==> src/rtl/pisc_pkg.sv <==
// Package for the peripheral isolation semaphore controller.
// Holds the shared constants, codes and payload types. Depends on nothing.
package pisc_pkg;

  localparam int unsigned NUM_PERIPH_DEF = 178;
  localparam int unsigned ADDR_W         = 12;
  localparam int unsigned DATA_W         = 32;
  localparam int unsigned CID_W          = 3;
  localparam int unsigned PID_FIELD_W    = 8;
  localparam int unsigned CFG_W          = 24;

  // Register map
  localparam int unsigned OFF_SEC = 'h10;
  localparam int unsigned OFF_CID = 'h100;

  // CID configuration word fields
  localparam int unsigned CFG_FEN_BIT  = 0;
  localparam int unsigned CFG_SEN_BIT  = 1;
  localparam int unsigned CFG_SCID_LSB = 4;
  localparam int unsigned CFG_WL_LSB   = 16;
  localparam int unsigned CFG_WL_W     = 8;

  // Semaphore register read layout
  localparam int unsigned SEM_OWN_LSB = 4;

  // Command queue between front and back
  localparam int unsigned QUEUE_DEPTH = 2;
  localparam int unsigned QPTR_W      = 1;
  localparam int unsigned QCNT_W      = 2;

  typedef enum logic [1:0] {
    OP_READ  = 2'd0,
    OP_WRITE = 2'd1,
    OP_QUERY = 2'd2
  } op_e;

  typedef enum logic [1:0] {
    ST_OK      = 2'd0,
    ST_CID     = 2'd1,
    ST_SECURE  = 2'd2,
    ST_INVALID = 2'd3
  } status_e;

  typedef enum logic [2:0] {
    K_INVALID = 3'd0,
    K_SEC_RD  = 3'd1,
    K_SEC_WR  = 3'd2,
    K_CFG_RD  = 3'd3,
    K_CFG_WR  = 3'd4,
    K_SEM_RD  = 3'd5,
    K_SEM_WR  = 3'd6,
    K_QUERY   = 3'd7
  } kind_e;

  typedef enum logic {
    BS_IDLE = 1'b0,
    BS_EXEC = 1'b1
  } bstate_e;

  // Classified request as it travels through the queue
  typedef struct packed {
    kind_e                   kind;
    logic [PID_FIELD_W-1:0]  idx;
    logic [DATA_W-1:0]       wdata;
    logic [CID_W-1:0]        cid;
  } item_t;

  typedef struct packed {
    logic [DATA_W-1:0] rdata;
    status_e           status;
  } rsp_t;

endpackage

==> src/rtl/pisc_if.sv <==
// Handshake channels of the peripheral isolation semaphore controller.
// Request and response interfaces; depend on pisc_pkg for the field widths.
interface pisc_req_if import pisc_pkg::*; ();
  logic                   valid;
  logic                   ready;
  logic [1:0]             op;
  logic [ADDR_W-1:0]      addr;
  logic [DATA_W-1:0]      wdata;
  logic [CID_W-1:0]       req_cid;
  logic [PID_FIELD_W-1:0] periph_id;

  modport source (output valid, op, addr, wdata, req_cid, periph_id, input ready);
  modport sink   (input valid, op, addr, wdata, req_cid, periph_id, output ready);
endinterface


==> src/rtl/pisc_front.sv <==
// Request front end: decodes each request into a command for the back end.
// Depends on pisc_pkg and pisc_req_if.
module pisc_front import pisc_pkg::*; #(
  parameter int unsigned NUM_PERIPH = NUM_PERIPH_DEF
) (
  pisc_req_if.sink req_i,
  input  logic     full_i,
  output logic     push_o,
  output item_t    item_o
);

  localparam int unsigned SEC_WORDS = (NUM_PERIPH + 31) / 32;
  localparam logic [ADDR_W:0] SEC_END = (ADDR_W + 1)'(OFF_SEC + 4 * SEC_WORDS);
  localparam logic [ADDR_W:0] CID_END = (ADDR_W + 1)'(OFF_CID + 8 * NUM_PERIPH);

  logic [ADDR_W-1:0] sec_off;
  logic [ADDR_W-1:0] cid_off;
  logic              in_sec;
  logic              in_cid;
  logic              is_wr;

  assign req_i.ready = !full_i;
  assign push_o      = req_i.valid && !full_i;

  assign sec_off = req_i.addr - ADDR_W'(OFF_SEC);
  assign cid_off = req_i.addr - ADDR_W'(OFF_CID);
  assign in_sec  = (req_i.addr >= ADDR_W'(OFF_SEC)) && ({1'b0, req_i.addr} < SEC_END);
  assign in_cid  = (req_i.addr >= ADDR_W'(OFF_CID)) && ({1'b0, req_i.addr} < CID_END);
  assign is_wr   = (op_e'(req_i.op) == OP_WRITE);

  always_comb begin
    item_o       = '0;
    item_o.kind  = K_INVALID;
    item_o.wdata = req_i.wdata;
    item_o.cid   = req_i.req_cid;
    unique case (op_e'(req_i.op))
      OP_QUERY: begin
        // Out-of-range peripheral ids stay invalid
        if ({1'b0, req_i.periph_id} < (PID_FIELD_W + 1)'(NUM_PERIPH)) begin
          item_o.kind = K_QUERY;
          item_o.idx  = req_i.periph_id;
        end
      end
      OP_READ, OP_WRITE: begin
        if (req_i.addr[1:0] == 2'b00) begin
          if (in_sec) begin
            item_o.kind = is_wr ? K_SEC_WR : K_SEC_RD;
            item_o.idx  = sec_off[PID_FIELD_W+1:2];
          end else if (in_cid) begin
            item_o.idx = cid_off[PID_FIELD_W+2:3];
            if (!req_i.addr[2]) begin
              item_o.kind = is_wr ? K_CFG_WR : K_CFG_RD;
            end else begin
              item_o.kind = is_wr ? K_SEM_WR : K_SEM_RD;
            end
          end
        end
      end
      default: begin
        item_o.kind = K_INVALID;
      end
    endcase
  end

endmodule

==> src/flat_wrapper.sv <==
// flat-port wrapper written by rule: the top's interface ports become plain ports
module pisc_front_flat import pisc_pkg::*;
#(
  parameter int unsigned NUM_PERIPH = NUM_PERIPH_DEF
)
  (full_i, push_o, item_o, req_i_valid, req_i_op, req_i_addr, req_i_wdata, req_i_req_cid, req_i_periph_id, req_i_ready);
  pisc_req_if req_i_i ();
  input  logic full_i;
  output logic push_o;
  output item_t item_o;
  input wire logic [$bits(req_i_i.valid)-1:0] req_i_valid;
  input wire logic [$bits(req_i_i.op)-1:0] req_i_op;
  input wire logic [$bits(req_i_i.addr)-1:0] req_i_addr;
  input wire logic [$bits(req_i_i.wdata)-1:0] req_i_wdata;
  input wire logic [$bits(req_i_i.req_cid)-1:0] req_i_req_cid;
  input wire logic [$bits(req_i_i.periph_id)-1:0] req_i_periph_id;
  output wire logic [$bits(req_i_i.ready)-1:0] req_i_ready;
  assign req_i_i.valid = req_i_valid;
  assign req_i_i.op = req_i_op;
  assign req_i_i.addr = req_i_addr;
  assign req_i_i.wdata = req_i_wdata;
  assign req_i_i.req_cid = req_i_req_cid;
  assign req_i_i.periph_id = req_i_periph_id;
  assign req_i_ready = req_i_i.ready;
  pisc_front #(.NUM_PERIPH(NUM_PERIPH)) u_core (.req_i(req_i_i), .full_i(full_i), .push_o(push_o), .item_o(item_o));
endmodule
==> config.mk <==
export PLATFORM = sky130hd
export DESIGN_NAME = pisc_front_flat
export DESIGN_NICKNAME = d
export VERILOG_FILES = /design/src/rtl/pisc_pkg.sv /design/src/rtl/pisc_if.sv /design/src/rtl/pisc_front.sv /design/src/flat_wrapper.sv
export SDC_FILE = /design/constraint.sdc
export NUM_CORES = 1
export LEC_CHECK = 0
export ABC_AREA = 0
export BUFFER_PORTS_ARGS = -buffer_cell sky130_fd_sc_hd__buf_2
export CELL_PAD_IN_SITES_DETAIL_PLACEMENT = 1
export CELL_PAD_IN_SITES_GLOBAL_PLACEMENT = 1
export CORE_UTILIZATION = 22
export DETAILED_ROUTE_END_ITERATION = 6
export GPL_ROUTABILITY_DRIVEN = 0
export PLACE_DENSITY_LB_ADDON = 0.1
export SLEW_MARGIN = 15
export SYNTH_ARGS = -nofsm -noshare
export SYNTH_HDL_FRONTEND = slang
export SYNTH_SLANG_ARGS = --single-unit
export TNS_END_PERCENT = 10
==> constraint.sdc <==
create_clock -name vclk -period 1.5
set_input_delay 0 -clock vclk [all_inputs]
set_output_delay 0 -clock vclk [all_outputs]
set_load 0.02 [all_outputs]
# --- After elaboration in Yosys (flattened, before gate mapping) ---
# Index checks and enable logic that the tools add are counted.
# Widths: inputs -> output; s select.
word_totals:
  reg_bits: 0
  out_inout_bits: 48
classes:
  addsub: 2
  magnitude_cmp: 5
  eq_ne: 2
  n_mux: 10
  reduce_logical: 7
ops:
  columns: ["op", "count"]
  rows:
  - ["$mux 11", 4]
  - ["$pmux 8 s2", 1]
  - ["$ge 12x5->1 const B", 1]
  - ["$ge 12x9->1 const B", 1]
  - ["$lt 12x11->1 const B", 1]
  - ["$lt 12x6->1 const B", 1]
  - ["$sub 11x9->11 const B", 1]
  - ["$sub 10x5->10 const B", 1]
  - ["$lt 8x8->1 const B", 1]
  - ["$mux 3", 2]
  - ["$pmux 3 s2", 1]
  - ["$logic_not 2->1", 2]
  - ["$mux 2", 2]
  - ["$logic_and 1x1->1", 3]
  - ["$eq 2x1->1 const B", 1]
  - ["$eq 2x2->1 const B", 1]
  - ["$reduce_or 2->1", 1]
  - ["$logic_not 1->1", 1]

# --- Depth between registers and ports, before layout ---
logic_depth:
  ltp_word: 7
  mapped_depth: 7
  mapped_depth_nobuf: 7

# --- Least setup slack after synthesis ---
# OpenSTA, ideal clock, no wires.
synth_path:
  kind: "input to output"
  startpoint: "input port req_i_addr[4]"
  endpoint: "output port item_o[44] (netlist name)"
  arrival_ns: 1.592
  t_required_ns: 1.500
  setup_slack_ns: -0.092
  stages: 6
  path_buffers: 0
  cell_sequence: "inv_1 ha_1 or3b_1 o21bai_4 nand2_2 o31ai_1"
synth_rtl:
  columns: ["element", "line_no", "source"]
  rows:
  - ["start, declared", "flat_wrapper.sv:13", "input wire logic [$bits(req_i_i.addr)-1:0] req_i_addr;"]
  - ["end, declared", "flat_wrapper.sv:10", "output item_t item_o;"]

==> results.yml <==
run_status:
  status: "finished, violations left"
  violations: "negative setup slack"
layout:
  n_sequential_cell: 0
  syn2layout_area_growth_pct: 44.32
  n_clock_buffer: 0
  utilization: 0.3317
  fillCellCount: 493
  diodes: 0
  drive_gt1_frac: 0.6358
  layout.nets: 223
  register_area_um2: 0
global_route:
  grt_pass1_wl_mm: 4.664
  grt_pass1_vias: 1012
  antenna_found_initial: 0
  grtUsageTotal: 0.1332
  overflow: 0
  grt_max_degree: 10
logic_synthesis:
  avgSynthCellArea_um2: 7.716
  synth_xor_area_frac: 0.02838
  synth-compound-area-share: 0.2176
  synth_common_cells: "buf_4 (35), ha_1 (11), nand2_1 (11)"
  netlist_area_um2: 925.9
  synth_fa_ha_area_frac: 0.1486
  synth.area.top_cells: "buf_4 (28%), ha_1 (15%), nand2_1 (4.5%)"
  yosysUniqueCellTypes: 38
  synth_most_common_cell: "buf_4"
  yosys.area.top_type_share: 0.2838
  yosysTopAreaCell: "buf_4"
  synth_simple_gate_area_frac: 0.2824
  syn_inst: 120
  synth_nets: 190
  synth_top_family_by_area: "buffers and inverters"
  synth-seq-area-share: 0
  ys_warn_count: 0
  synthMuxAreaShare: 0.01081
pwr:
  power_leakage_nw: 0.6034
  ir_drop_mv: 0.07594
  power.density_nw_per_um2: 245.9
floorplanning:
  core_area_um2: 4029
  die_x_um: 66.88
  io_pins: 107
  rows: 23
  start_util: 0.2298
  die-area_um2: 4472
  die_h_um: 66.88
sta:
  relSlewSlack: 0.7341
  fin_crit_ps: 1529
  slew_viol_final: 0
  hold_ws_ps: 0.007761
  worst_slew_pin_slew_ps: 393.9
  layout_setup_ws_ps: -29.50
  fmax_mhz: 653.8
  finalCritPeriodShare: 1.020
  final-setup-viol-count: 1
  hold_violations: 0
  rsz0062_at_grt: "true"
worst_setup_path:
  crit_start: "req_i_addr[5]"
  crit_family: "simple AND/OR/NAND/NOR gates"
  worstSetupStartpointType: "input port"
  critical_path_buf_inv_count: 3
  max_stage_delay_ps: 420
  worstPathRequired_ps: 1500
  crit_slowest_cell: "or3b_4"
  worst_setup_path_end_kind: "output pin"
  crit_type: "in2out"
  cp_max_fo: 6
  arrival_ps: 1530
  path_cells: "buf_6, inv_2, ha_4, or3b_4, o21bai_4, nand2_2, o31ai_2, buf_4"
drt:
  wl_per_cell_um: 14.77
  drc_errors: 0
  first_pass_iters: 2
  vias_per_cell: 4.627
  wirelength_mm: 2.968
  drt_iter0_drc: 6
  antenna_left: 0
  vias: 930
flow_run:
  cap_viol_max_count: 0
clock_network:
  hold_buffers: 0
worst_hold_path:
  hold_start: "req_i_wdata[8]"
  hold_path_class: "in2out"
placement:
  io_buffers: 37
  post-place-ws_ps: -169.2
  dpl.hpwl_mm: 2.456
cells by family after synthesis:
kind of cell | after synthesis
AO/OA/AOI/OAI | 21
XOR/XNOR | 3
adder cells (fa/ha/maj) | 11
buffers and inverters | 42
multiplexers | 1
AND/OR/NAND/NOR | 42
metal layers:
layer | wire length, um | part of all wire | vias up | track usage
met2 | 1409 | 0.47 | 35 | 0.2298
met3 | 164 | 0.055 | 16 | 0.008562
met1 | 1325 | 0.45 | 430 | 0.1724
li1 | - | - | 449 | -
met4 | 69 | 0.023 | 0 | 0.04521
met5 | 0 | 0 | - | 0
placed cells by master (no fill, tap or decap), types with 4 or more instances in the layout:
cell type and instances:
buf_2 23, buf_4 32, buf_6 9, ha_1 7, ha_4 4, nand2_1 10, nand4_1 4, o21ai_1 5
per-stage QoR:
step           cell area, um2  cells  power, mW  TNS (ps)
3_3_place_gp             1076    194     0.2617    -942.0
3_5_place_dp             1076    194     0.2630     -1238
2_1_floorplan           925.9    120     0.2581    -359.9
4_1_cts                  1266    200     0.3185    -139.5
5_1_grt                  1336    201     0.3535    -793.6
6_report                 1336    201     0.3286    -29.50
report_power, final:
part / internal [mW] / total [mW] / switching, mW
combinational: 0.163 / 0.329 / 0.165
sequential: 0 / 0 / 0
clock: 0 / 0 / 0
total: 0.163 / 0.329 / 0.165
final cells by class:
class	count	area [um2]	area share
Multi-Input combinational cell	78	753.2	0.5637
Timing Repair Buffer	66	491.7	0.3680
Tap cell	50	62.56	0.04682
Inverter	7	28.78	0.02154
timing repair:
action / CTS / global route
endpoints found under the setup margin: 11 / 11
gates resized for setup: 34 / 12
setup buffers: 6 / 1
endpoints found under the hold margin: 0 / 0
pin swaps: 12 / 10
path summary, 6_finish.rpt:
check / endpoint / slack, ps / cells past startpoint
setup / recovery: item_o[44] / -30 / 8
hold / removal: item_o[11] / 0.008 / 0
Power figures use the tool's default switching activity.
