==> config.mk <==
export PLATFORM = sky130hd
export DESIGN_NAME = pisc_queue
export DESIGN_NICKNAME = d
export VERILOG_FILES = /design/src/rtl/pisc_pkg.sv /design/src/rtl/pisc_queue.sv
export SDC_FILE = /design/constraint.sdc
export NUM_CORES = 1
export LEC_CHECK = 0
export ABC_AREA = 1
export BUFFER_PORTS_ARGS = -buffer_cell sky130_fd_sc_hd__buf_2
export CAP_MARGIN = 5
export CORE_MARGIN = 2
export CORE_UTILIZATION = 40
export CTS_CLUSTER_SIZE = 30
export DETAILED_ROUTE_END_ITERATION = 16
export HOLD_SLACK_MARGIN = 0.15
export PLACE_DENSITY_LB_ADDON = 0.25
export SYNTH_ARGS = -nofsm -noshare
export SYNTH_HDL_FRONTEND = slang
export SYNTH_SLANG_ARGS = --single-unit
export TNS_END_PERCENT = 100
==> constraint.sdc <==
create_clock -name clk_i -period 2.52 [get_ports clk_i]
set_input_delay 0.378 -clock clk_i [delete_from_list [all_inputs] [get_ports clk_i]]
set_output_delay 0.378 -clock clk_i [all_outputs]
set_load 0.02 [all_outputs]
==> src/rtl/pisc_pkg.sv <==
// Package for the peripheral isolation semaphore controller.
// Holds the shared constants, codes and payload types. Depends on nothing.
package pisc_pkg;

  localparam int unsigned NUM_PERIPH_DEF = 178;
  localparam int unsigned ADDR_W         = 12;
  localparam int unsigned DATA_W         = 32;
  localparam int unsigned CID_W          = 3;
  localparam int unsigned PID_FIELD_W    = 8;
  localparam int unsigned CFG_W          = 24;

  // Register map
  localparam int unsigned OFF_SEC = 'h10;
  localparam int unsigned OFF_CID = 'h100;

  // CID configuration word fields
  localparam int unsigned CFG_FEN_BIT  = 0;
  localparam int unsigned CFG_SEN_BIT  = 1;
  localparam int unsigned CFG_SCID_LSB = 4;
  localparam int unsigned CFG_WL_LSB   = 16;
  localparam int unsigned CFG_WL_W     = 8;

  // Semaphore register read layout
  localparam int unsigned SEM_OWN_LSB = 4;

  // Command queue between front and back
  localparam int unsigned QUEUE_DEPTH = 2;
  localparam int unsigned QPTR_W      = 1;
  localparam int unsigned QCNT_W      = 2;

  typedef enum logic [1:0] {
    OP_READ  = 2'd0,
    OP_WRITE = 2'd1,
    OP_QUERY = 2'd2
  } op_e;

  typedef enum logic [1:0] {
    ST_OK      = 2'd0,
    ST_CID     = 2'd1,
    ST_SECURE  = 2'd2,
    ST_INVALID = 2'd3
  } status_e;

  typedef enum logic [2:0] {
    K_INVALID = 3'd0,
    K_SEC_RD  = 3'd1,
    K_SEC_WR  = 3'd2,
    K_CFG_RD  = 3'd3,
    K_CFG_WR  = 3'd4,
    K_SEM_RD  = 3'd5,
    K_SEM_WR  = 3'd6,
    K_QUERY   = 3'd7
  } kind_e;

  typedef enum logic {
    BS_IDLE = 1'b0,
    BS_EXEC = 1'b1
  } bstate_e;

  // Classified request as it travels through the queue
  typedef struct packed {
    kind_e                   kind;
    logic [PID_FIELD_W-1:0]  idx;
    logic [DATA_W-1:0]       wdata;
    logic [CID_W-1:0]        cid;
  } item_t;

  typedef struct packed {
    logic [DATA_W-1:0] rdata;
    status_e           status;
  } rsp_t;

endpackage

==> src/rtl/pisc_queue.sv <==
// Two-entry command queue between the front end and the back end.
// Depends on pisc_pkg.
module pisc_queue import pisc_pkg::*; (
  input  logic  clk_i,
  input  logic  rst_ni,
  input  logic  push_i,
  input  item_t item_i,
  output logic  full_o,
  output logic  avail_o,
  input  logic  pop_i,
  output item_t item_o
);

  item_t             mem_q [QUEUE_DEPTH];
  logic [QPTR_W-1:0] wr_ptr_q, wr_ptr_d;
  logic [QPTR_W-1:0] rd_ptr_q, rd_ptr_d;
  logic [QCNT_W-1:0] cnt_q, cnt_d;

  assign full_o  = (cnt_q == QCNT_W'(QUEUE_DEPTH));
  assign avail_o = (cnt_q != '0);
  assign item_o  = mem_q[rd_ptr_q];

  always_comb begin
    wr_ptr_d = push_i ? wr_ptr_q + 1'b1 : wr_ptr_q;
    rd_ptr_d = pop_i  ? rd_ptr_q + 1'b1 : rd_ptr_q;
    cnt_d    = cnt_q + QCNT_W'(push_i) - QCNT_W'(pop_i);
  end

  always_ff @(posedge clk_i or negedge rst_ni) begin
    if (!rst_ni) begin
      wr_ptr_q <= '0;
      rd_ptr_q <= '0;
      cnt_q    <= '0;
    end else begin
      wr_ptr_q <= wr_ptr_d;
      rd_ptr_q <= rd_ptr_d;
      cnt_q    <= cnt_d;
    end
  end

  always_ff @(posedge clk_i) begin
    if (push_i) begin
      mem_q[wr_ptr_q] <= item_i;
    end
  end

  assert property (@(posedge clk_i) disable iff (!rst_ni) pop_i |-> cnt_q != '0)
    else $error("queue popped while empty");
  assert property (@(posedge clk_i) disable iff (!rst_ni)
    cnt_q <= QCNT_W'(QUEUE_DEPTH))
    else $error("queue count above depth");
  assert property (@(posedge clk_i) disable iff (!rst_ni)
    (push_i && !pop_i) |=> cnt_q == $past(cnt_q) + 1'b1)
    else $error("queue count did not advance on push");

endmodule

; Yosys cells after proc, flatten, opt, wreduce, memory -nomap -nowiden
; Memories as Yosys holds them, arrays and structs flattened.
; Index checks and enable logic that the tools add are counted.
[word_totals]
ff_bits = 4
ram_bits = 92
input_bits = 50
out_inout_bits = 48
word_cells = 12
memories = 1
[op_classes]
n_addsub = 4
eq_ne = 1
muxes = 2
n_reduce_logical = 1
[mem_list]
columns = memory, depth, word_bits, read_ports, rd_clocked_by_memory_dff, wr, line
row1 = mem_q, 2, 46, 1, 0, 1, pisc_queue.sv:14  ; item_t mem_q [QUEUE_DEPTH];
[ops]
columns = op, count
row1 = $add A1 B1 Y1 const B, 2
row2 = $add A2 B1 Y2, 1
row3 = $eq A2 B2 Y1 const B, 1
row4 = $mux W1, 2
row5 = $reduce_bool A2 Y1, 1
row6 = $sub A2 B1 Y2, 1

; Depth between registers and ports, before layout
; Gate-level depths: netlist (run 1).
[depth]
word_depth = 2
mapped_depth = 7
ltp_nobuf = 7

; Least setup slack after synthesis (run 1)
; No wires, ideal clock.
[synth_timing]
path_kind = input port to flip-flop
from = input port push_i
to = memory mem_q[0][0] (netlist name), enable pin
setup_ns = 0.451
t_arrival_ns = 2.351
required_time_ns = 2.069
path_slack_ns = -0.282
cell_stages = 2
path_buffers = 0
cell_sequence = inv_1 nor2_1
[synth_between]
elab_chain_cells = 2
[synth_lines]
columns = item, line
row1 = start: declaration, pisc_queue.sv:6  ; input logic push_i,
row2 = $mux W1, pisc_queue.sv:42  ; if (push_i) begin
row3 = $mux W1 (not written as such), pisc_queue.sv:43  ; mem_q[wr_ptr_q] <= item_i;
row4 = end: declaration, pisc_queue.sv:14
; Every way passes these cells.

==> results of run 1 <==
==> per-layer routing <==
| layer | track usage (%) | wire length [um] | share of wire, % | vias to the layer above |
|---|---|---|---|---|
| met5 | 0 | 0 | 0 | - |
| met4 | 6.95 | 123 | 2.0 | 0 |
| met3 | 3.23 | 310 | 5.1 | 9 |
| met2 | 20.5 | 2920 | 48 | 57 |
| met1 | 16.7 | 2770 | 45 | 990 |
| li1 | - | - | - | 1095 |
==> state kept, by name, summed over array words and instances, names as in the netlist <==
signal	cells
mem_q	92
rd_ptr_q	1
wr_ptr_q	1
cnt_q	2
==> worst reg2reg max path: stages (launching register included) <==
cell     delay, ns
dfrtp_1       0.44
nand2_1       0.09
inv_2         0.40
buf_12        0.26
==> cells in the mapped netlist <==
cell / instances / share of area [%]
buf_6: 6 / 1.9
nand2_1: 53 / 5.5
inv_1: 53 / 5.5
o21ai_1: 24 / 3.3
ha_1: 2 / 0.69
nor2_1: 2 / 0.21
clkbuf_1: 2 / 0.21
buf_4: 2 / 0.41
edfxtp_1: 92 / 76
dfrtp_1: 4 / 2.8
o21ai_0: 22 / 3.0
xor2_1: 2 / 0.48
nand3_1: 1 / 0.14
==> cell families (layout without fill, tap and decap cells) <==
family,count (synthesis),after routing,share of synthesized area [%]
flip-flops,96,96,78.7
buffers and inverters,63,173,7.95
AND/OR/NAND/NOR,56,56,5.82
AO/OA/AOI/OAI,46,46,6.33
adder cells (fa/ha/maj),2,2,0.688
XOR/XNOR,2,2,0.482
==> stage by stage <==
stage          std cells  hold WS [ns]  power (uW)
2_1_floorplan        265        0.0824        3500
4_1_cts              483         0.183        5150
5_1_grt              483         0.175        5390
3_3_place_gp         466         0.195        4020
6_report             483         0.209        5070
3_5_place_dp         466         0.192        4060
==> area by class of cell <==
class                      instances  area [sq um]  share of cell area, %
timing repair buffer             104           553                   12.4
clock buffer                      10           128                   2.86
sequential                        96          2860                   64.2
inverter                          53           199                   4.46
clock inverter                     6          92.6                   2.07
tap                              108           135                   3.03
multi-input combinational        106           492                   11.0
==> repair_timing <==
action / in CTS / in global routing
endpoints found under the setup margin: 0 / 0
hold buffers: 1 / 0
setup buffers: 0 / 0
hold endpoints to repair: 4 / 0
==> where the power goes <==
part	leakage [uW]	switching, uW	total, uW	internal (uW)
combinational	0.000920	1210	1740	534
clock	0.000103	518	1080	564
sequential	0.000910	128	2250	2120
total	0.00193	1850	5070	3220
==> worst min-delay path by stage <==
stage | to | slack, ns | start
2_1_floorplan | cnt_q[0] | 0.08 | rst_ni
3_3_place_gp | cnt_q[0] | 0.20 | rst_ni
3_5_place_dp | wr_ptr_q | 0.19 | rst_ni
4_1_cts | mem_q[0][5] | 0.18 | item_i[5]
5_1_grt | mem_q[1][41] | 0.17 | item_i[41]
6_report | mem_q[1][41] | 0.21 | item_i[41]
==> metrics.md, run 1 <==
| Metric | Value |
|---|---|
| I/O Buffers | 97 |
| P&R area growth vs syn | 22.7% |
| Worst slew pin tran | 0.526 ns |
| Final hold vios | 0 |
| Hold path depth | 1 |
| Share of layout cells above drive strength 1 | 32.3% |
| Slew margin rel. | 64.9% |
| Post-CTS Resized | 0 |
| Critical path arrival | 1.72 ns |
| PnR worst setup slack | 0.424 ns |
| Fillers | 787 |
| Die X | 99.3 um |
| Clock buffer depth | 2 |
| Worst Setup EP | item_o[13] |
| Synth warn | 0 |
| Largest net degree at the start of global routing | 31 |
| Post-route ant nets | 0 |
| Crit. path cell count | 4 |
| Wire length of the first global-routing pass | 9670 um |
| RSZ-0062 raised after global routing | false |
| Die footprint | 9870 sq um |
| Syn_nets | 317 |
| Critical path buffers and inverters | 2 |
| Most common cell after layout, fill and taps aside | buf_2 |
| Commonest non-fill, non-tap cells in the layout | buf_2 (97), edfxtp_1 (92), nand2_1 (53), inv_1 (52), o21ai_1 (24) |
| Final Max Slew Viols | 0 |
| Setup_tns | 0 ns |
| CTS Sinks | 96 |
| Worst path max stage delay | 0.62 ns |
| Skew final | 0.0103 ns |
| CTS Buf Count | 9 |
| Mapped cell area | 3640 sq um |
| Register-to-Register Path Depth | 3 |
| Initial antenna violation count | 0 |
| Vias in the first global route | 2052 |
| Height of the die | 99.3 um |
| Root buffer selected by CTS | clkbuf_8 |
| Worst-case vdd ir drop | 0.445 mV |
| P_leak | 0.00193 uW |
| Slowest CP cell | dfrtp_2 |
| Fin nets | 422 |
| DR vias/cell | 4.45 |
| Cells along the critical path | buf_4 > nand2_1 > o21ai_1 > buf_2 |
| Reg2Reg Launch Point | wr_ptr_q |
| CP startpoint | rd_ptr_q |
| Flop and latch count out of synthesis | 96 |
| Critical path class | reg2out |
| Fin area | 4460 sq um |
| Worst Hold Class | in2reg |
| Number of max-cap violations | 0 |
| Routed via count | 2151 |
| Antenna diodes | 0 |
| Placeable Area | 8760 sq um |
| Crit. End Element | output pin |
| Mean Syn Cell Area | 13.7 sq um |
| Reg clk slew, reported paths | 0.09 ns |
| F_max | 477 MHz |
| Critical path required time | 2.14 ns |
| Synthesized instance count | 265 |
| Detailed Routing Iterations Pass 1 | 4 |
| Worst R2R End | mem_q[1][32] |
| Finished Core Util | 50.9% |
| Startpoint Class | flip-flop |
| HPWL after DPL | 4060 um |
| Flop2flop setup slack | 1.02 ns |
| Global placement routability congestion | 0.680 |
| Initial core utilization | 41.5% |
| Status | complete, no violations |
| Crit Path Max Fanout | 30 |
| PD cells | 1140 nW/um^2 |
| WL final | 6130 um |
| Io pins | 98 |
| Placed inst area | 4230 sq um |
| Distinct cells, synth | 13 |
| GRT overflow | 0 |
| Tot GR Track Use | 13.0% |
| # H-tree levels | 3 |
| Setup WS pre-CTS | 0.799 ns |
| Minimum clock period | 2.10 ns |
| # setup viols final | 0 |
| Post-synthesis sequential area ratio | 78.7% |
| Cell Rows | 34 |
| Period utilization | 83.2% |
| DRT iter0 DRCs | 77 |
| Residual DRC | 0 |
| Top delay family on crit path | flip-flops |
| Clock latency on the worst-skew pair | 0.35 ns |
| Wire per inst | 12.7 um |
| CTS tree | yes |
No activity file was read; power rests on OpenSTA's default activity.
==> run 2, diff against run 1 <==
Clock period 2.52 ns to 1.7 ns, I/O delays scaled along.
==> run 2 against run 1 <==
Net effect:
- register-to-register slack worse by 0.65 ns
- die area stayed put
- non-clock buffer count is 48 higher
- clock power is 37% higher
- combinational power is 86% higher
- first-iteration DRC count is 10% lower
- routed wire length is 17% higher
- critical endpoint is now item_o[42]
- count of clock-buffer cells in the layout stayed put
- largest power group unchanged
- critical path depth is 1 lower
==> metrics.md, run 2 (synthesized netlist as in run 1, its figures left out) <==
| Metric | Value |
|---|---|
| Clock latency on the worst-skew pair | 0.36 ns (was 0.35 ns) |
| Setup WS pre-CTS | 0.358 ns (was 0.799 ns) |
| Slew margin rel. | 81.6% (was 64.9%) |
| CTS tree | yes (unchanged) |
| Worst R2R End | mem_q[1][27] (was mem_q[1][32]) |
| HPWL after DPL | 4190 um (was 4060 um) |
| Share of layout cells above drive strength 1 | 29.1% (was 32.3%) |
| P_int | 5100 uW (was 3220 uW) |
| Routed via count | 2380 (was 2151) |
| Top reg by flops | mem_q (unchanged) |
| DR vias/cell | 4.48 (was 4.45) |
| # H-tree levels | 3 (unchanged) |
| Met1 usage in global routing | 17.5% (was 16.7%) |
| CTS Sinks | 96 (unchanged) |
| WL final | 7180 um (was 6130 um) |
| Flop2flop setup slack | 0.37 ns (was 1.02 ns) |
| Regs by FF count | mem_q: 92 flops, cnt_q: 2 flops (unchanged) |
| Critical path arrival | 1.44 ns (was 1.72 ns) |
| P&R area growth vs syn | 40.2% (was 22.7%) |
| DRT iter0 DRCs | 69 (was 77) |
| Largest net degree at the start of global routing | 48 (was 31) |
| Reg2Reg Launch Point | wr_ptr_q (unchanged) |
| Reg clk slew, reported paths | 0.10 ns (was 0.09 ns) |
| Minimum clock period | 1.69 ns |
| CTS Buf Count | 9 (unchanged) |
| Top delay family on crit path | flip-flops (unchanged) |
| Fin nets | 470 (was 422) |
| Number of max-cap violations | 0 (unchanged) |
| I/O Buffers | 97 (unchanged) |
| Vias in the first global route | 2466 (was 2052) |
| Skew final | 0.0137 ns (was 0.0103 ns) |
| RSZ-0062 raised after global routing | true (was false) |
| Most common cell after layout, fill and taps aside | edfxtp_1 (was buf_2) |
| Clock power share | 18.5% (was 21.4%) |
| Critical path class | reg2out (unchanged) |
| Cell Rows | 34 (unchanged) |
| Residual DRC | 0 (unchanged) |
| Psw | 2900 uW (was 1850 uW) |
| Slowest CP cell | dfrtp_2 (unchanged) |
| PD cells | 1570 nW/um^2 (was 1140 nW/um^2) |
| Number of flip-flops under the largest register name | 92 (unchanged) |
| Die footprint | 9870 sq um (unchanged) |
| Status | complete, no violations (unchanged) |
| Wire length of the first global-routing pass | 11400 um (was 9670 um) |
| Clock buffer depth | 2 (unchanged) |
| Critical path buffers and inverters | 2 (unchanged) |
| Crit. End Element | output pin (unchanged) |
| Commonest non-fill, non-tap cells in the layout | edfxtp_1 (92), buf_2 (59), nand2_1 (53), inv_1 (52), dlygate4sd3_1 (49) (was buf_2 (97), edfxtp_1 (92), nand2_1 (53), inv_1 (52), o21ai_1 (24)) |
| F_max | 591 MHz |
| Detailed Routing Iterations Pass 1 | 4 (unchanged) |
| Logic pwr share | 40.4% (was 34.3%) |
| Finished Core Util | 58.2% (was 50.9%) |
| Cells along the critical path | buf_16 > o21ai_0 > buf_2 (was buf_4 > nand2_1 > o21ai_1 > buf_2) |
| Height of the die | 99.3 um (unchanged) |
| GRT busiest layer | met2 (unchanged) |
| Post-route ant nets | 0 (unchanged) |
| Worst path max stage delay | 0.48 ns (was 0.62 ns) |
| Root buffer selected by CTS | clkbuf_8 (unchanged) |
| Die X | 99.3 um (unchanged) |
| Global placement routability congestion | 0.675 (was 0.680) |
| Final Max Slew Viols | 0 (unchanged) |
| Sequential power share | 41.1% (was 44.3%) |
| Initial core utilization | 41.5% (unchanged) |
| Period utilization | 99.5% |
| Placeable Area | 8760 sq um (unchanged) |
| Initial antenna violation count | 0 (unchanged) |
| Register-to-Register Path Depth | 3 (unchanged) |
| Io pins | 98 (unchanged) |
| Worst-case vdd ir drop | 0.819 mV (was 0.445 mV) |
| Antenna diodes | 0 (unchanged) |
| GRT overflow | 0 (unchanged) |
| Worst slew pin tran | 0.275 ns (was 0.526 ns) |
| Final hold vios | 0 (unchanged) |
| P_leak | 0.00218 uW (was 0.00193 uW) |
| Tot GR Track Use | 15.3% (was 13.0%) |
| Startpoint Class | flip-flop (unchanged) |
| # setup viols final | 0 (unchanged) |
| Crit Path Max Fanout | 46 (was 30) |
| Crit. path cell count | 3 (was 4) |
| Grt met2 use | 28.0% (was 20.5%) |
| Post-CTS Setup Inserts | 0 (unchanged) |
| Fillers | 770 (was 787) |
| Worst Hold Class | in2async (was in2reg) |
| Wire per inst | 13.5 um (was 12.7 um) |
| Critical path required time | 1.44 ns (was 2.14 ns) |
| Met3 usage | 3.72% (was 3.23%) |
| Switch share | 36.2% (was 36.5%) |
| PnR worst setup slack | 0.00898 ns (was 0.424 ns) |
-- run 2: cell types whose count changed in the layout (fill, tap and decap cells not counted) --
cell,delta
buf_12,+2
clkinv_1,+1
buf_4,+33
dlygate4sd3_1,+48
buf_2,-38
o21ai_1,+11
clkinv_4,+1
inv_2,-1
o21ai_2,+3
bufinv_16,-1
buf_16,+2
o21ai_0,-14
buf_6,+1
-- run 2: how the worst max path moves through the flow --
stage | startpoint | to
floorplan | wr_ptr_q | mem_q[1][0]
global placement | rd_ptr_q | item_o[44]
detailed placement | wr_ptr_q | mem_q[1][25]
CTS | rd_ptr_q | item_o[22]
global route | rd_ptr_q | item_o[1]
finish | rd_ptr_q | item_o[42]
-- run 2: what timing repair did --
item | 4_1_cts | 5_1_grt
resized for setup | 17 | 41
endpoints found under the hold margin | 98 | 0
hold buffers | 49 | 0
pin swaps | 0 | 0
cloned | 1 | 0
endpoints found under the setup margin | 24 | 46
-- run 2: worst register-to-register path: cells and delay by family (launching register included) --
family | cells | cell delay, ns
buffers and inverters | 2 | 0.54
DFF | 1 | 0.44
and+or+nand+nor | 1 | 0.12
-- run 2: metrics by stage --
step	setup TNS (ns)	hold slack, ns	instances	cell area [sq um]	total power, uW
CTS	-0.00661	0.206	531	5010	7860
detailed placement	0	0.0678	465	4270	6060
global route	-2.10	0.217	531	5100	8470
floorplan	0	-0.0406	265	3650	5190
global placement	0	0.0652	465	4270	6000
finish	0	0.211	531	5100	8000
-- run 2: layout make-up --
type                    count  area [sq um]  share of cell area [%]
clock inverters             6          67.6                    1.33
well taps                 108           135                    2.65
multi-input cells         106           503                    9.87
clock buffers              10           128                    2.50
flip-flops and latches     96          2860                    56.2
repair buffers            152          1200                    23.5
inverters                  53           203                    3.98
-- run 2: layer usage --
| metal | share of wire [%] | vias up |
|---|---|---|
| li1 | - | 1190 |
| met2 | 53 | 61 |
| met4 | 1.1 | 0 |
| met5 | 0 | - |
| met3 | 4.2 | 6 |
| met1 | 42 | 1123 |
-- run 2: power by group through the flow --
stage | Combinational [uW] | Sequential (uW) | Clock, uW
4_1_cts | 3050 | 3290 | 1520
3_3_place_gp | 2700 | 3300 | 0
2_1_floorplan | 1890 | 3300 | 0
6_report | 3230 | 3290 | 1480
5_1_grt | 3530 | 3330 | 1610
3_5_place_dp | 2730 | 3320 | 0
==> run 3, diff against run 2 <==
Settings changed: BUFFER_PORTS_ARGS -buffer_cell sky130_fd_sc_hd__buf_2 to -buffer_cell sky130_fd_sc_hd__buf_4, CORE_UTILIZATION 40 to 45.
==> run 3 against run 2 <==
Net effect:
- via count down 1.8%
- sequential cell count unchanged
- power down 2.2%
- maximum frequency up 1.6%
- highest routed layer unchanged
==> metrics.md, run 3 (synthesized netlist as in run 1, its figures left out) <==
| Metric | Value |
|---|---|
| Status | complete, no violations (unchanged) |
| Clock latency on the worst-skew pair | 0.34 ns (was 0.36 ns) |
| Crit Path Max Fanout | 27 (was 46) |
| Final hold vios | 0 (unchanged) |
| WL met2 | 3620 um (was 3790 um) |
| Slew margin rel. | 77.1% (was 81.6%) |
| Worst R2R End | mem_q[1][3] (was mem_q[1][27]) |
| Startpoint Class | flip-flop (unchanged) |
| Critical path arrival | 1.41 ns (was 1.44 ns) |
| Reg2Reg Launch Point | wr_ptr_q (unchanged) |
| Commonest non-fill, non-tap cells in the layout | buf_4 (102), edfxtp_1 (92), nand2_1 (53), inv_1 (52), dlygate4sd3_1 (49) (was edfxtp_1 (92), buf_2 (59), nand2_1 (53), inv_1 (52), dlygate4sd3_1 (49)) |
| Most common cell after layout, fill and taps aside | buf_4 (was edfxtp_1) |
| Minimum clock period | 1.66 ns (was 1.69 ns) |
| Clock buffer depth | 2 (unchanged) |
| Final Max Slew Viols | 0 (unchanged) |
| Reg clk slew, reported paths | 0.08 ns (was 0.10 ns) |
| Global placement routability congestion | 0.709 (was 0.675) |
| DRT iter0 DRCs | 67 (was 69) |
| Worst-case vdd ir drop | 0.880 mV (was 0.819 mV) |
| CP startpoint | rd_ptr_q (unchanged) |
| GRT overflow | 0 (unchanged) |
| Skew final | 0.00630 ns (was 0.0137 ns) |
| Cell Rows | 32 (was 34) |
| Share of layout cells above drive strength 1 | 29.1% (about the same) |
| # setup viols final | 0 (unchanged) |
| Antenna diodes | 0 (unchanged) |
| Largest net degree at the start of global routing | 29 (was 48) |
| Worst Hold Class | in2async (unchanged) |
| P&R area growth vs syn | 42.9% (was 40.2%) |
| Number of max-cap violations | 0 (unchanged) |
| DR WL met3 | 282 um (was 303 um) |
| Fillers | 589 (was 770) |
| RSZ-0062 raised after global routing | true (unchanged) |
| Cells after DPL | 461 (was 465) |
| Residual DRC | 0 (unchanged) |
| # H-tree levels | 3 (unchanged) |
| Crit. End Element | output pin (unchanged) |
| Wire length of the first global-routing pass | 10600 um (was 11400 um) |
| DR top layer | met4 (unchanged) |
| Root buffer selected by CTS | clkbuf_8 (unchanged) |
| Placeable Area | 7770 sq um (was 8760 sq um) |
| Register-to-Register Path Depth | 3 (unchanged) |
| DRT met1 WL | 2710 um (was 3010 um) |
| HPWL after DPL | 4080 um (was 4190 um) |
| Fin nets | 473 (was 470) |
| Initial core utilization | 46.8% (was 41.5%) |
| Setup_tns | 0 ns (unchanged) |
| DR vias/cell | 4.43 (was 4.48) |
| Critical path required time | 1.44 ns (about the same) |
| PD cells | 1500 nW/um^2 (was 1570 nW/um^2) |
| Final non-filler cell total | 528 (was 531) |
| Worst slew pin tran | 0.344 ns (was 0.275 ns) |
| WL final | 6760 um (was 7180 um) |
| Initial antenna violation count | 0 (unchanged) |
| CTS Buf Count | 9 (unchanged) |
| Tot GR Track Use | 16.2% (was 15.3%) |
| CTS tree | yes (unchanged) |
| Wire per inst | 12.8 um (was 13.5 um) |
| Vias in the first global route | 2344 (was 2466) |
| Top reg by flops | mem_q (unchanged) |
| I/O Buffers | 97 (unchanged) |
| CTS Sinks | 96 (unchanged) |
| Routed via count | 2338 (was 2380) |
| Fin Hold WS | 0.249 ns (was 0.211 ns) |
| Period utilization | 97.9% (was 99.5%) |
| Detailed Routing Iterations Pass 1 | 4 (unchanged) |
| F_max | 601 MHz (was 591 MHz) |
| Height of the die | 93.9 um (was 99.3 um) |
| Die footprint | 8820 sq um (was 9870 sq um) |
| Io pins | 98 (unchanged) |
| Critical path class | reg2out (unchanged) |
| Flop2flop setup slack | 0.45 ns (was 0.37 ns) |
| Regs by FF count | mem_q: 92 flops, cnt_q: 2 flops (unchanged) |
| Die X | 93.9 um (was 99.3 um) |
| Number of flip-flops under the largest register name | 92 (unchanged) |
| P_leak | 0.00222 uW (was 0.00218 uW) |
| Post-route ant nets | 0 (unchanged) |
[run 3: cell count changes in the layout (fill, tap and decap cells not counted), sizes merged]
cell,previous run,this run
buf,103,106
clkinv,3,4
clkbuf,10,11
inv,53,52
bufinv,1,0
[run 3: worst max path at each step]
| stage | to | slack [ns] | cells after the start |
|---|---|---|---|
| 2_1_floorplan | mem_q[1][0] | 0.14 | 2 |
| 3_3_place_gp | item_o[41] | 0.30 | 3 |
| 3_5_place_dp | item_o[36] | 0.28 | 3 |
| 4_1_cts | item_o[39] | 0.03 | 3 |
| 5_1_grt | item_o[30] | -0.0009 | 4 |
| 6_report | item_o[3] | 0.04 | 3 |
[run 3: worst max-delay path, stage by stage, from the launching register on]
cell,delay [ns]
dfrtp_2,0.49
buf_12,0.19
o21ai_0,0.21
buf_4,0.18
[run 3: final cells by class]
class	count	area, sq um	share of cell area (%)
clock buffers	11	131	2.53
clock inverters	5	33.8	0.650
inverters	53	203	3.90
multi-input cells	106	499	9.61
flip-flops and latches	96	2860	55.1
well taps	102	128	2.46
repair buffers	155	1340	25.7
[run 3: layer usage]
metal	global-route usage, %	vias up
li1	-	1194
met1	19.1	1067
met4	8.21	0
met3	2.89	13
met5	0	-
met2	28.3	64
[run 3: where the power goes]
part	switching [uW]	total [uW]	internal (uW)
Combinational	1900	3260	1360
Sequential	159	3300	3140
Clock	725	1260	531
Total	2790	7820	5030
[run 3: timing repair]
action | CTS | global route
endpoints found under the hold margin | 98 | 0
gates resized for setup | 3 | 8
buffers inserted | 2 | 0
hold buffers | 49 | 0
endpoints found under the setup margin | 27 | 8
[run 3: per-stage QoR]
| step | setup slack, ns | utilization [%] | power (uW) | area, sq um |
|---|---|---|---|---|
| global route | -0.000871 | 66.9 | 8290 | 5190 |
| floorplan | 0.142 | - | 5190 | 3650 |
| finish | 0.0359 | 66.9 | 7820 | 5190 |
| detailed placement | 0.276 | 58.2 | 6490 | 4520 |
| CTS | 0.0313 | 66.8 | 7880 | 5190 |
| global placement | 0.304 | 58.2 | 6430 | 4520 |
